`src/design/osgs_pkg.sv`:
```
// shared types, opcodes and form helpers for the oriented square grid store
package osgs_pkg;

  localparam int unsigned DEF_MAX_SIDE   = 64;
  localparam int unsigned DEF_CELL_WIDTH = 32;

  localparam int unsigned OP_W    = 3;
  localparam int unsigned COORD_W = 6;
  localparam int unsigned SIZE_W  = 7;
  localparam int unsigned DATA_W  = 32;

  localparam logic [SIZE_W-1:0] GRID_SIZE_RESET = 7'd64;

  typedef enum logic [OP_W-1:0] {
    OP_READ         = 3'd0,
    OP_WRITE        = 3'd1,
    OP_ROT_LEFT     = 3'd2,
    OP_ROT_RIGHT    = 3'd3,
    OP_SWAP_AXES    = 3'd4,
    OP_REV_ROWS     = 3'd5,
    OP_REV_COLS     = 3'd6,
    OP_RESET_ORIENT = 3'd7
  } opcode_t;

  // one linear form: coefficients are -1, 0 or +1, bias set means size - 1
  typedef struct packed {
    logic signed [1:0] cr;
    logic signed [1:0] cc;
    logic              bias;
  } form_t;

  localparam form_t ROW_IDENT = '{cr: 2'sd1, cc: 2'sd0, bias: 1'b0};
  localparam form_t COL_IDENT = '{cr: 2'sd0, cc: 2'sd1, bias: 1'b0};

  // mapped access handed from the orientation unit to the top level
  typedef struct packed {
    logic              oor;
    logic [SIZE_W-1:0] pr;
    logic [SIZE_W-1:0] pc;
  } map_t;

  function automatic form_t form_flip(input form_t f);
    form_t r;
    r.cr   = -f.cr;
    r.cc   = -f.cc;
    r.bias = ~f.bias;
    return r;
  endfunction

  function automatic logic signed [9:0] coef_term(input logic signed [1:0] k,
                                                   input logic [COORD_W-1:0] x);
    logic signed [9:0] xs;
    xs = $signed({4'b0, x});
    case (k)
      2'sd1:   coef_term = xs;
      -2'sd1:  coef_term = -xs;
      default: coef_term = 10'sd0;
    endcase
  endfunction

  // evaluate a form and clamp into 0 .. n-1
  function automatic logic [SIZE_W-1:0] form_eval(input form_t f,
                                                  input logic [COORD_W-1:0] r,
                                                  input logic [COORD_W-1:0] c,
                                                  input logic [SIZE_W-1:0] n);
    logic signed [9:0] nm1;
    logic signed [9:0] v;
    nm1 = $signed({3'b0, n}) - 10'sd1;
    v   = coef_term(f.cr, r) + coef_term(f.cc, c) + (f.bias ? nm1 : 10'sd0);
    if (v < 10'sd0) begin
      v = 10'sd0;
    end
    if (v > nm1) begin
      v = nm1;
    end
    return v[SIZE_W-1:0];
  endfunction

endpackage

```
`src/design/osgs_orient.sv`:
```
// orientation forms, range check and logical to physical coordinate map
module osgs_orient import osgs_pkg::*; #(
  parameter int unsigned MAX_SIDE = DEF_MAX_SIDE
) (
  input  logic               clk,
  input  logic               rst,
  input  logic [SIZE_W-1:0]  grid_size,
  input  logic               accept,
  input  opcode_t            opcode,
  input  logic [COORD_W-1:0] row,
  input  logic [COORD_W-1:0] col,
  output map_t               map
);

  localparam int unsigned SIDE_CAP = (MAX_SIDE > 127) ? 127 : MAX_SIDE;

  form_t row_form, row_form_next;
  form_t col_form, col_form_next;
  logic [SIZE_W-1:0] n;

  assign n = (grid_size > SIZE_W'(SIDE_CAP)) ? SIZE_W'(SIDE_CAP) : grid_size;

  always_comb begin
    map.oor = ({1'b0, row} >= n) || ({1'b0, col} >= n);
    map.pr  = form_eval(row_form, row, col, n);
    map.pc  = form_eval(col_form, row, col, n);
  end

  always_comb begin
    row_form_next = row_form;
    col_form_next = col_form;
    if (accept) begin
      case (opcode)
        OP_ROT_LEFT: begin
          row_form_next = col_form;
          col_form_next = form_flip(row_form);
        end
        OP_ROT_RIGHT: begin
          row_form_next = form_flip(col_form);
          col_form_next = row_form;
        end
        OP_SWAP_AXES: begin
          row_form_next = '{cr: row_form.cc, cc: row_form.cr, bias: row_form.bias};
          col_form_next = '{cr: col_form.cc, cc: col_form.cr, bias: col_form.bias};
        end
        OP_REV_ROWS:     row_form_next = form_flip(row_form);
        OP_REV_COLS:     col_form_next = form_flip(col_form);
        OP_RESET_ORIENT: begin
          row_form_next = ROW_IDENT;
          col_form_next = COL_IDENT;
        end
        default: ;
      endcase
    end
  end

  always_ff @(posedge clk) begin
    if (rst) begin
      row_form <= ROW_IDENT;
      col_form <= COL_IDENT;
    end else begin
      row_form <= row_form_next;
      col_form <= col_form_next;
    end
  end

endmodule

```
`config.mk`:
```
export PLATFORM = sky130hd
export DESIGN_NAME = osgs_orient
export DESIGN_NICKNAME = d
export VERILOG_FILES = /design/src/design/osgs_pkg.sv /design/src/design/osgs_orient.sv
export SDC_FILE = /design/constraint.sdc
export NUM_CORES = 1
export LEC_CHECK = 0
export ABC_AREA = 1
export BUFFER_PORTS_ARGS = -buffer_cell sky130_fd_sc_hd__buf_2
export CAP_MARGIN = 20
export CORE_UTILIZATION = 35
export DETAILED_ROUTE_END_ITERATION = 8
export PLACE_DENSITY = 0.61
export SETUP_SLACK_MARGIN = 0.2
export SLEW_MARGIN = 20
export SYNTH_ARGS = -nofsm -noshare
export SYNTH_HDL_FRONTEND = slang
export SYNTH_SLANG_ARGS = --single-unit
```
`constraint.sdc`:
```
create_clock -name clk -period 5.1 [get_ports clk]
set_input_delay 0.51 -clock clk [delete_from_list [all_inputs] [get_ports clk]]
set_output_delay 0.51 -clock clk [all_outputs]
set_load 0.02 [all_outputs]
```
==> results of run 1 <==
-- registers in the layout, indices dropped and copies added (netlist names) --
| register | cells |
|---|---|
| row_form | 5 |
| col_form | 5 |
-- cells in the final DEF, fill, tap and decap left out, drive strengths merged --
cell	n
buf	161
inv	151
nand2	144
ha	55
nor2	54
o22ai	27
a21oi	27
o21ai	23
nand3	21
fa	20
nand4	19
xor2	12
dfxtp	10
or2	7
o31ai	5
a31oi	4
o21bai	4
a211oi	3
o211ai	3
a21boi	3
clkbuf	3
nor3	3
o21a	2
a221oi	2
xnor2	1
nand3b	1
nor4	1
o221ai	1
a41oi	1
-- layer usage --
layer  vias to the layer above  global-route usage (%)  part of all wire (%)  wire, µm
li1                       2280                       -                     -         -
met5                         -                       0                     0         0
met3                        37                    1.35                   4.2       531
met1                      2052                    26.9                    43      5430
met2                       122                    39.9                    48      6140
met4                         0                    10.7                   4.4       563
-- worst paths after layout --
check,from,end,slack [ns],depth (start not counted)
max,grid_size[4],map[1],-0.29,35
min,row_form[1]$_SDFFE_PP0P_,row_form[1]$_SDFFE_PP0P_,0.54,2
max reg2reg,col_form[2]$_SDFFE_PP0P_,row_form[2]$_SDFFE_PP0P_,3.74,5
min reg2reg,row_form[1]$_SDFFE_PP0P_,row_form[1]$_SDFFE_PP0P_,0.54,2
-- power groups by stage --
stage          combinational, µW  clock [µW]  sequential (µW)
6_report                    1090        81.7             93.8
5_1_grt                     1200        86.7             95.0
4_1_cts                     1020        82.6             93.8
3_5_place_dp                 874           0             95.1
3_3_place_gp                 857           0             95.0
2_1_floorplan                571           0             91.3
-- layout make-up --
cell class / instances / share of cell area, %
well taps: 136 / 2.97
flip-flops and latches: 10 / 3.50
multi-input cells: 443 / 60.2
clock buffers: 3 / 0.721
repair buffers: 161 / 22.5
inverters: 151 / 10.1
-- cell families (layout without fill, tap and decap cells) --
group                    after synthesis  after routing
AO/OA/AOI/OAI                        105            105
adder cells (fa/ha/maj)               75             75
buffers and inverters                153            315
XOR/XNOR                              13             13
AND/OR/NAND/NOR                      250            250
flip-flops                            10             10
-- what timing repair did --
item | CTS | global route
hold buffers | 0 | 0
gates resized for setup | 89 | 48
pin swaps | 61 | 45
setup endpoints to repair | 14 | 14
buffers inserted | 28 | 6
-- worst max-delay path: cells and delay by family --
kind	cells	cell delay [ns]
buffers and inverters	18	2.03
AND/OR/NAND/NOR	12	1.02
adder cells (fa/ha/maj)	3	0.96
AO/OA/AOI/OAI	1	0.18
XOR/XNOR	1	0.17
-- synth_stat cells, drive strengths merged, types with 4 or more instances --
master	n
inv	151
nand2	144
ha	55
nor2	54
a21oi	27
o22ai	27
o21ai	23
nand3	21
fa	20
nand4	19
xor2	12
dfxtp	10
or2	7
o31ai	5
a31oi	4
o21bai	4
-- stage by stage --
stage | power, µW | utilization (%) | hold slack, ns | area, µm² | instances
finish | 1260 | 54.7 | 0.536 | 5720 | 904
CTS | 1200 | 52.3 | 0.534 | 5470 | 898
global route | 1380 | 54.7 | 0.544 | 5720 | 904
floorplan | 663 | - | 0.482 | 3900 | 606
global placement | 952 | 47.0 | 0.517 | 4910 | 867
detailed placement | 969 | 47.0 | 0.527 | 4910 | 867
==> PnR_summary.wiki, run 1 <==
{| class="wikitable"
! Metric !! Value
|-
| Max FO, Critical Path || 7
|-
| Vias in the first global route || 4,478
|-
| Warnings, synthesis || 0
|-
| Violations in the final reports || setup timing
|-
| Layout cells sized above 1 || 38.4%
|-
| Fraction of the mapped netlist area in compound gates || 17.0%
|-
| Master of the slowest instance on the critical path || sky130_fd_sc_hd__fa_2
|-
| Clock sink total || 10
|-
| Count of pins on the block boundary || 40
|-
| Layout Area Growth over Synthesis || 50.0%
|-
| Wirelength per Cell || 14.0 µm
|-
| Clock latency reported for the late side of the worst-skew pair || 0.24 ns
|-
| Number of DRC markers in iteration 0 || 251
|-
| Starting Density || 36.5%
|-
| Number of failing hold endpoints at the final stage || 0
|-
| Most used flip-flop cell after synthesis || sky130_fd_sc_hd__dfxtp_1
|-
| Switching Fraction || 50.1%
|-
| Internal power of the cells || 631 µW
|-
| Min cycle time layout || 5.39 ns
|-
| Adder-Cell Fraction of Synth Area || 28.5%
|-
| Outcome || finished, violations left
|-
| Global-route wire length before repair || 20,300 µm
|-
| Antenna Cells || 0
|-
| Share of the yosys chip area belonging to registers || 5.25%
|-
| Crit path top cell by count || sky130_fd_sc_hd__buf_4
|-
| Total area of sequential cells || 200 µm²
|-
| Cells taking the most area after synthesis || sky130_fd_sc_hd__ha_1 (18%), sky130_fd_sc_hd__inv_1 (14%), sky130_fd_sc_hd__nand2_1 (13%)
|-
| Worst vdd ir || 0.203 mV
|-
| Site Rows || 37
|-
| FILL cells || 1,009
|-
| Final worst path period share || 106%
|-
| Static Leak || 0.00315 µW
|-
| Post-Syn Instances || 606
|-
| Crit end category || output pin
|-
| Hpwl dp || 10,400 µm
|-
| HP Class || flip-flop to flip-flop
|-
| Setup TNS || -3.09 ns
|-
| Number of storage elements in the synthesis netlist || 10
|-
| Mean number of vias per cell || 4.97
|-
| Worst Clk Skew || 0.000382 ns
|-
| CP Data Required Time || 4.59 ns
|-
| Arr. time, crit path || 4.88 ns
|-
| EDFF count, synth || 0
|-
| Mux cell area share after synthesis || 0%
|-
| Simple-gate share of the synthesized area || 31.0%
|-
| Largest area contributor in the synthesized netlist || sky130_fd_sc_hd__ha_1
|-
| Maximum number of pins on one net before global-route repair || 11
|-
| Clock tree from TritonCTS || yes
|-
| Worst Slack Setup Final || -0.292 ns
|-
| Share of power burned in registers || 7.4%
|-
| DR vias || 4,491
|-
| Routability congestion estimate || 0.934
|-
| Setup repair after global routing missed its margin || yes
|-
| CTS H-tree depth || 1
|-
| Root Buffer || sky130_fd_sc_hd__clkbuf_8
|-
| Post-synthesis async set-or-reset flop share || 0%
|-
| Crit start category || input port
|-
| Number of buffers added by the clock tree synthesis step || 3
|-
| Worst Max-Slew Pin Slew || 0.470 ns
|-
| Number of remaining DRC errors || 0
|-
| Final antenna-violating net count || 0
|-
| Total setup violations reported at the end of the flow || 14
|-
| Maximum single-stage delay on the critical path || 0.56 ns
|-
| Synth top area share || 18.0%
|-
| Power spent charging and discharging nets || 633 µW
|-
| Count of cell types in the netlist || 43
|-
| Reported max-cap violation count || 0
|-
| Detailed-router iteration count before antenna repair || 5
|-
| Total standard cell area after synthesis || 3810 µm²
|-
| Core region area || 10,500 µm²
|-
| Tightest slew margin relative to the limit || 68.4%
|-
| GRT overflow || 0
|-
| Synth Area in XOR/XNOR || 3.18%
|-
| Number of antenna violations at the first check in global routing || 0
|-
| Final Max Slew Viols || 0
|-
| Overall die width || 106 µm
|-
| Post-CTS clock slew at the launch and capture registers of the worst setup and hold paths || 0.05 ns
|-
| Power density over the cells || 221 nW/µm²
|-
| Post-detailed-routing wire length || 12,700 µm
|-
| Post-layout nets || 870
|-
| Multi-input combinational cell area || 3450 µm²
|-
| Die Outline Area || 11,300 µm²
|-
| Main combinational cell family by area after synthesis || simple AND/OR/NAND/NOR gates
|-
| Max Root-Sink Buffers || 2
|-
| Mapped Nets || 706
|-
| Worst setup timing slack at the placement stage || -0.394 ns
|-
| FMAX || 185 MHz
|-
| Post-synthesis area per instance || 6.30 µm²
|-
| Port Buffer Count || 39
|-
| Startpoint-to-endpoint class of the critical path || input port to output pin
|-
| Clock group share of total power || 6.5%
|-
| Die Y || 106 µm
|-
| Total routing resource utilization after global routing || 22.3%
|-
| Part of the total power dissipated in combinational logic || 86.1%
|}
No activity file was read; power rests on OpenSTA's default activity.
==> run 2: changes to the inputs <==
- CORE_UTILIZATION: 35 -> 30
- PLACE_DENSITY: 0.61 -> 0.55
==> PnR_summary.wiki, run 2 (synthesis gave the netlist of run 1 again) <==
{| class="wikitable"
! Metric !! Value
|-
| Share of power burned in registers || 7.4% (about the same)
|-
| Power spent charging and discharging nets || 632 µW (-0.18%)
|-
| Master of the slowest instance on the critical path || sky130_fd_sc_hd__fa_1
|-
| Crit end category || output pin
|-
| Clock latency reported for the late side of the worst-skew pair || 0.24 ns (about the same)
|-
| Final worst path period share || 102% (-3.9 points)
|-
| Highest-count cells in the layout ignoring fill and taps || sky130_fd_sc_hd__inv_1 (123), sky130_fd_sc_hd__buf_4 (91), sky130_fd_sc_hd__nand2_1 (87)
|-
| Site Rows || 40 (+8.1%)
|-
| Post-CTS clock slew at the launch and capture registers of the worst setup and hold paths || 0.04 ns (about the same)
|-
| Core Util, Final || 46.1% (-8.6 points)
|-
| CP Data Required Time || 4.59 ns (about the same)
|-
| Max FO, Critical Path || 8 (+1)
|-
| Total routing resource utilization after global routing || 18.9% (-3.4 points)
|-
| Clock group share of total power || 10.4% (+3.9 points)
|-
| Worst r2r dst || col_form[0]$_SDFFE_PP0P_
|-
| Clock tree from TritonCTS || yes
|-
| Number of remaining DRC errors || 0 (unchanged)
|-
| Setup repair after global routing missed its margin || yes
|-
| Reported max-cap violation count || 0 (unchanged)
|-
| Layout Area Growth over Synthesis || 47.5%
|-
| Tightest slew margin relative to the limit || 64.4% (-4.0 points)
|-
| Violations in the final reports || setup timing
|-
| Worst Hold Depth || 2 (unchanged)
|-
| Part of the total power dissipated in combinational logic || 82.2% (-3.9 points)
|-
| HP Class || input port to flip-flop
|-
| Leading registers by flop count || col_form: 5 flops, row_form: 5 flops
|-
| Worst vdd ir || 0.169 mV (-17%)
|-
| Die Y || 115 µm (+7.9%)
|-
| GRT overflow || 0 (unchanged)
|-
| Capture endpoint of the worst hold path || col_form[0]$_SDFFE_PP0P_
|-
| Layout cells sized above 1 || 39.1% (+0.70 points)
|-
| Hpwl dp || 10,500 µm (+0.50%)
|-
| Number of antenna violations at the first check in global routing || 0 (unchanged)
|-
| Power density over the cells || 230 nW/µm² (+4.1%)
|-
| Number of hold buffers added after cts || 0 (unchanged)
|-
| Maximum number of pins on one net before global-route repair || 11 (unchanged)
|-
| Leading cell type in the layout, fill and taps excluded || sky130_fd_sc_hd__inv_1
|-
| Filler-free cell count of the finished design || 907 (+0.33%)
|-
| Clock sink total || 10 (unchanged)
|-
| FMAX || 193 MHz (+3.9%)
|-
| CTS H-tree depth || 1 (unchanged)
|-
| Startpoint of the worst hold path || rst
|-
| Global-route wire length before repair || 19,700 µm (-2.8%)
|-
| Worst Slack Setup Final || -0.0909 ns (+0.201 ns)
|-
| Vias in the first global route || 4,337 (-3.1%)
|-
| Starting Density || 31.2% (-5.2 points)
|-
| Internal power of the cells || 662 µW (+4.8%)
|-
| Mean number of vias per cell || 4.81 (-3.1%)
|-
| Crit path top cell by count || sky130_fd_sc_hd__nand2_2
|-
| Max Root-Sink Buffers || 2 (unchanged)
|-
| Die Outline Area || 13,200 µm² (+16%)
|-
| Worst Clk Skew || 0.000499 ns (+0.000117 ns)
|-
| Post-Route Hold Slack || 0.534 ns (-0.00189 ns)
|-
| Number of DRC markers in iteration 0 || 223 (-11%)
|-
| Count of pins on the block boundary || 40 (unchanged)
|-
| Antenna Cells || 0 (unchanged)
|-
| Wirelength per Cell || 13.6 µm (-3.1%)
|-
| Switching Fraction || 48.8% (-1.2 points)
|-
| Port Buffer Count || 39 (unchanged)
|-
| Core region area || 12,200 µm² (+17%)
|-
| Cell count after placement || 889 (+2.5%)
|-
| Maximum single-stage delay on the critical path || 0.44 ns (-0.12 ns)
|-
| Total buffers and inverters traversed by the critical path || 7 (-11)
|-
| Root Buffer || sky130_fd_sc_hd__clkbuf_16
|-
| Overall die width || 115 µm (+7.9%)
|-
| Min cycle time layout || 5.19 ns (-0.201 ns)
|-
| Final antenna-violating net count || 0 (unchanged)
|-
| Detailed-router iteration count before antenna repair || 5 (unchanged)
|-
| Launch instance of the worst register-to-register path || row_form[0]$_SDFFE_PP0P_
|-
| Final Max Slew Viols || 0 (unchanged)
|-
| Number of failing hold endpoints at the final stage || 0 (unchanged)
|-
| Outcome || finished, violations left
|-
| R2R cell count || 4 (-1)
|-
| Arr. time, crit path || 4.68 ns (-0.20 ns)
|-
| Crit start category || input port
|-
| Slack of the worst reg-to-reg path || 3.75 ns (about the same)
|-
| Cell family contributing the most delay on the critical path || adder cells
|-
| Total setup violations reported at the end of the flow || 14 (unchanged)
|-
| Post-detailed-routing wire length || 12,300 µm (-2.7%)
|-
| Post-layout nets || 841 (-3.3%)
|-
| Startpoint-to-endpoint class of the critical path || input port to output pin
|-
| Routability congestion estimate || 0.931 (-0.33%)
|-
| CP startpoint || grid_size[2]
|-
| Static Leak || 0.00296 µW (-5.9%)
|-
| Number of buffers added by the clock tree synthesis step || 3 (unchanged)
|-
| Worst Max-Slew Pin Slew || 0.528 ns (+0.0581 ns)
|-
| DR vias || 4,367 (-2.8%)
|}
==> run 2: changes by cell type in the layout (fill, tap and decap cells not counted), moves of 5 or more <==
cell and delta:
sky130_fd_sc_hd__buf_4 -26, sky130_fd_sc_hd__ha_1 -6, sky130_fd_sc_hd__ha_4 +5, sky130_fd_sc_hd__inv_1 -8, sky130_fd_sc_hd__inv_2 +7, sky130_fd_sc_hd__nand2_2 +5
==> run 2: area by class of cell <==
class,instances,area (µm²)
repair buffers,132,1030
well taps,168,210
multi-input cells,443,3530
flip-flops and latches,10,203
inverters,151,582
clock buffers,3,75.1
fillers,1279,6590
==> run 2: power by group through the flow <==
| stage | logic, µW | clock network [µW] | registers, µW |
|---|---|---|---|
| final | 1060 | 134 | 96.0 |
| after global routing | 1180 | 141 | 97.3 |
| after CTS | 950 | 138 | 94.5 |
| after detailed placement | 869 | 0 | 95.7 |
| after global placement | 851 | 0 | 95.5 |
| after floorplan | 571 | 0 | 91.3 |
==> run 2: worst max path at each step <==
| stage | slack, ns | to | depth (start not counted) |
|---|---|---|---|
| CTS | -0.13 | map[8] | 34 |
| detailed placement | -0.32 | map[9] | 34 |
| finish | -0.09 | map[8] | 34 |
| global route | -0.33 | map[0] | 32 |
| floorplan | 0.19 | map[10] | 29 |
| global placement | -0.25 | map[10] | 32 |
==> run 2: per-layer routing <==
metal  track usage (%)  wire length (µm)
met4              6.58               362
met5                 0                 0
met3             0.843               550
met1              23.6              5390
met2              34.6              6010
==> run 2: per-stage QoR <==
stage	TNS, ns	instance area, µm²	setup WS [ns]	total power [µW]
after global routing	-4.51	5630	-0.332	1420
final	-0.895	5630	-0.0909	1290
after floorplan	0	3900	0.187	663
after detailed placement	-3.51	4880	-0.320	964
after global placement	-2.70	4880	-0.245	947
after CTS	-1.29	5180	-0.132	1180
==> run 2: timing repair <==
item	in CTS	in global routing
buffers inserted	5	10
pin swaps	36	61
cloned	0	0
endpoints found under the setup margin	14	14
resized for setup	61	94
==> run 3: changes to the inputs <==
- clock period: 5.1 -> 4.3 ns (I/O delays scaled with it)
==> PnR_summary.wiki, run 3 (synthesis gave the netlist of run 1 again) <==
{| class="wikitable"
! Metric !! Value
|-
| Mean number of vias per cell || 4.75 (-1.2%)
|-
| Power density over the cells || 264 nW/µm² (+15%)
|-
| Worst Max-Slew Pin Slew || 0.529 ns (+0.000643 ns)
|-
| FMAX || 195 MHz
|-
| Maximum single-stage delay on the critical path || 0.18 ns (-0.26 ns)
|-
| Port Buffer Count || 39 (unchanged)
|-
| Number of hold buffers added after cts || 0 (unchanged)
|-
| CP Data Required Time || 3.87 ns (-0.72 ns)
|-
| Switching Fraction || 46.8% (-2.0 points)
|-
| Vias in the first global route || 4,856 (+12%)
|-
| Post-layout nets || 937 (+11%)
|-
| Master of the slowest instance on the critical path || sky130_fd_sc_hd__xor2_4
|-
| Number of buffers added by the clock tree synthesis step || 3 (unchanged)
|-
| Number of antenna violations at the first check in global routing || 0 (unchanged)
|-
| Clock tree from TritonCTS || yes
|-
| Worst vdd ir || 0.166 mV (-1.4%)
|-
| Number of DRC markers in iteration 0 || 137 (-39%)
|-
| Total setup violations reported at the end of the flow || 14 (unchanged)
|-
| Clock latency reported for the late side of the worst-skew pair || 0.24 ns (about the same)
|-
| Final worst path period share || 119%
|-
| Outcome || finished, violations left
|-
| Final Max Slew Viols || 0 (unchanged)
|-
| Static Leak || 0.00343 µW (+16%)
|-
| Site Rows || 40 (unchanged)
|-
| Die Outline Area || 13,200 µm² (unchanged)
|-
| Antenna Cells || 0 (unchanged)
|-
| Clock sink total || 10 (unchanged)
|-
| Setup repair after global routing missed its margin || yes
|-
| Die Y || 115 µm (unchanged)
|-
| Global route hottest layer || met2
|-
| Total area of sequential cells || 200 µm² (-1.2%)
|-
| Met1 capacity usage during global routing || 23.9% (+0.28 points)
|-
| Crit end category || output pin
|-
| Maximum number of pins on one net before global-route repair || 10 (-1)
|-
| Multi-input combinational cell area || 3520 µm² (-0.21%)
|-
| Violations in the final reports || setup timing
|-
| Crit start category || input port
|-
| Count of pins on the block boundary || 40 (unchanged)
|-
| Root Buffer || sky130_fd_sc_hd__clkbuf_16
|-
| Detailed-router iteration count before antenna repair || 4 (-1)
|-
| Highest-count cells in the layout ignoring fill and taps || sky130_fd_sc_hd__buf_4 (189), sky130_fd_sc_hd__inv_1 (129), sky130_fd_sc_hd__nand2_1 (90)
|-
| Number of remaining DRC errors || 0 (unchanged)
|-
| Number of failing hold endpoints at the final stage || 0 (unchanged)
|-
| CTS H-tree depth || 1 (unchanged)
|-
| Clock group share of total power || 11.2% (+0.8 points)
|-
| HP Class || input port to flip-flop
|-
| Worst Slack Setup Final || -0.837 ns (-0.746 ns)
|-
| Core region area || 12,200 µm² (unchanged)
|-
| Worst Clk Skew || 0.000729 ns (+0.000230 ns)
|-
| Startpoint-to-endpoint class of the critical path || input port to output pin
|-
| Wirelength per Cell || 13.1 µm (-3.4%)
|-
| Power spent charging and discharging nets || 786 µW (+24%)
|-
| Total routing resource utilization after global routing || 20.7% (+1.8 points)
|-
| Arr. time, crit path || 4.71 ns (+0.03 ns)
|-
| Routability congestion estimate || 0.906 (-2.7%)
|-
| Tightest slew margin relative to the limit || 64.5% (+0.093 points)
|-
| Part of the total power dissipated in combinational logic || 82.3% (about the same)
|-
| Leading cell type in the layout, fill and taps excluded || sky130_fd_sc_hd__buf_4
|-
| Share of power burned in registers || 6.5% (-0.9 points)
|-
| Min cycle time layout || 5.14 ns
|-
| Post-CTS clock slew at the launch and capture registers of the worst setup and hold paths || 0.04 ns (about the same)
|-
| Global routing usage on met2 || 40.0% (+5.5 points)
|-
| Layout Area Growth over Synthesis || 66.5%
|-
| Max Root-Sink Buffers || 2 (unchanged)
|-
| Hpwl dp || 10,800 µm (+3.0%)
|-
| FILL cells || 1,240 (-3.0%)
|-
| Final design area excluding fillers || 6350 µm² (+13%)
|-
| Crit path top cell by count || sky130_fd_sc_hd__buf_4
|-
| GRT overflow || 0 (unchanged)
|-
| Post-detailed-routing wire length || 13,200 µm (+6.9%)
|-
| Met3 Usage GRT || 1.32% (+0.47 points)
|-
| Starting Density || 31.2% (unchanged)
|-
| Final antenna-violating net count || 0 (unchanged)
|-
| Max FO, Critical Path || 3 (-5)
|-
| Post-detailed-placement cell area || 5560 µm² (+14%)
|-
| Slack of the worst reg-to-reg path || 3.00 ns (-0.75 ns)
|-
| Reported max-cap violation count || 0 (unchanged)
|-
| Global-route wire length before repair || 21,800 µm (+10%)
|-
| Layout cells sized above 1 || 44.7% (+5.6 points)
|-
| Overall die width || 115 µm (unchanged)
|-
| Internal power of the cells || 893 µW (+35%)
|-
| DR vias || 4,774 (+9.3%)
|-
| Leading registers by flop count || col_form: 5 flops, row_form: 5 flops
|-
| Power after layout || 1680 µW (+30%)
|}
==> run 3: layer usage <==
| metal | up-vias | wire [µm] |
|---|---|---|
| li1 | 2417 | - |
| met1 | 2199 | 5620 |
| met2 | 129 | 6720 |
| met3 | 29 | 422 |
| met4 | 0 | 400 |
| met5 | - | 0 |
==> run 3: repair_timing <==
action	in CTS	in global routing
resized for setup	70	41
pin swaps	55	31
setup endpoints to repair	14	14
buffers inserted	32	5
==> run 3: cell type report <==
class / count / area share, %
Multi-Input combinational cell: 443 / 55.4
Timing Repair Buffer: 228 / 27.6
Inverter: 151 / 9.16
Tap cell: 168 / 3.31
Sequential cell: 10 / 3.15
Clock buffer: 4 / 1.40
==> run 3: worst paths after layout <==
path | from | to | cells after the start
setup / recovery | grid_size[4] | map[2] | 37
hold / removal | rst | row_form[0]$_SDFFE_PP0P_ | 2
setup reg to reg | row_form[0]$_SDFFE_PP0P_ | col_form[0]$_SDFFE_PP0P_ | 7
hold reg to reg | row_form[2]$_SDFFE_PP0P_ | row_form[2]$_SDFFE_PP0P_ | 3
==> run 3: power by group through the flow <==
stage               clock (µW)  combinational (µW)  sequential, µW
CTS                        193                1310             109
floorplan                    0                 698             108
global placement             0                1110             110
detailed placement           0                1130             110
global route               196                1520             110
finish                     189                1380             109
==> run 3: critical path, delay by kind of cell <==
family / cells / cell delay [ns]
XOR/XNOR: 1 / 0.18
adder cells (fa/ha/maj): 1 / 0.16
buffers and inverters: 29 / 3.46
AND/OR/NAND/NOR: 6 / 0.45
==> run 3: through the flow <==
stage | cells | hold WS, ns | setup slack (ns) | util [%] | setup TNS (ns)
6_report | 1004 | 0.444 | -0.837 | 52.0 | -10.14
2_1_floorplan | 606 | 0.482 | -0.379 | - | -5.12
5_1_grt | 1004 | 0.467 | -1.00 | 52.0 | -13.29
3_5_place_dp | 963 | 0.604 | -1.11 | 45.5 | -14.60
4_1_cts | 999 | 0.445 | -0.704 | 50.3 | -9.61
3_3_place_gp | 963 | 0.589 | -1.11 | 45.5 | -14.20
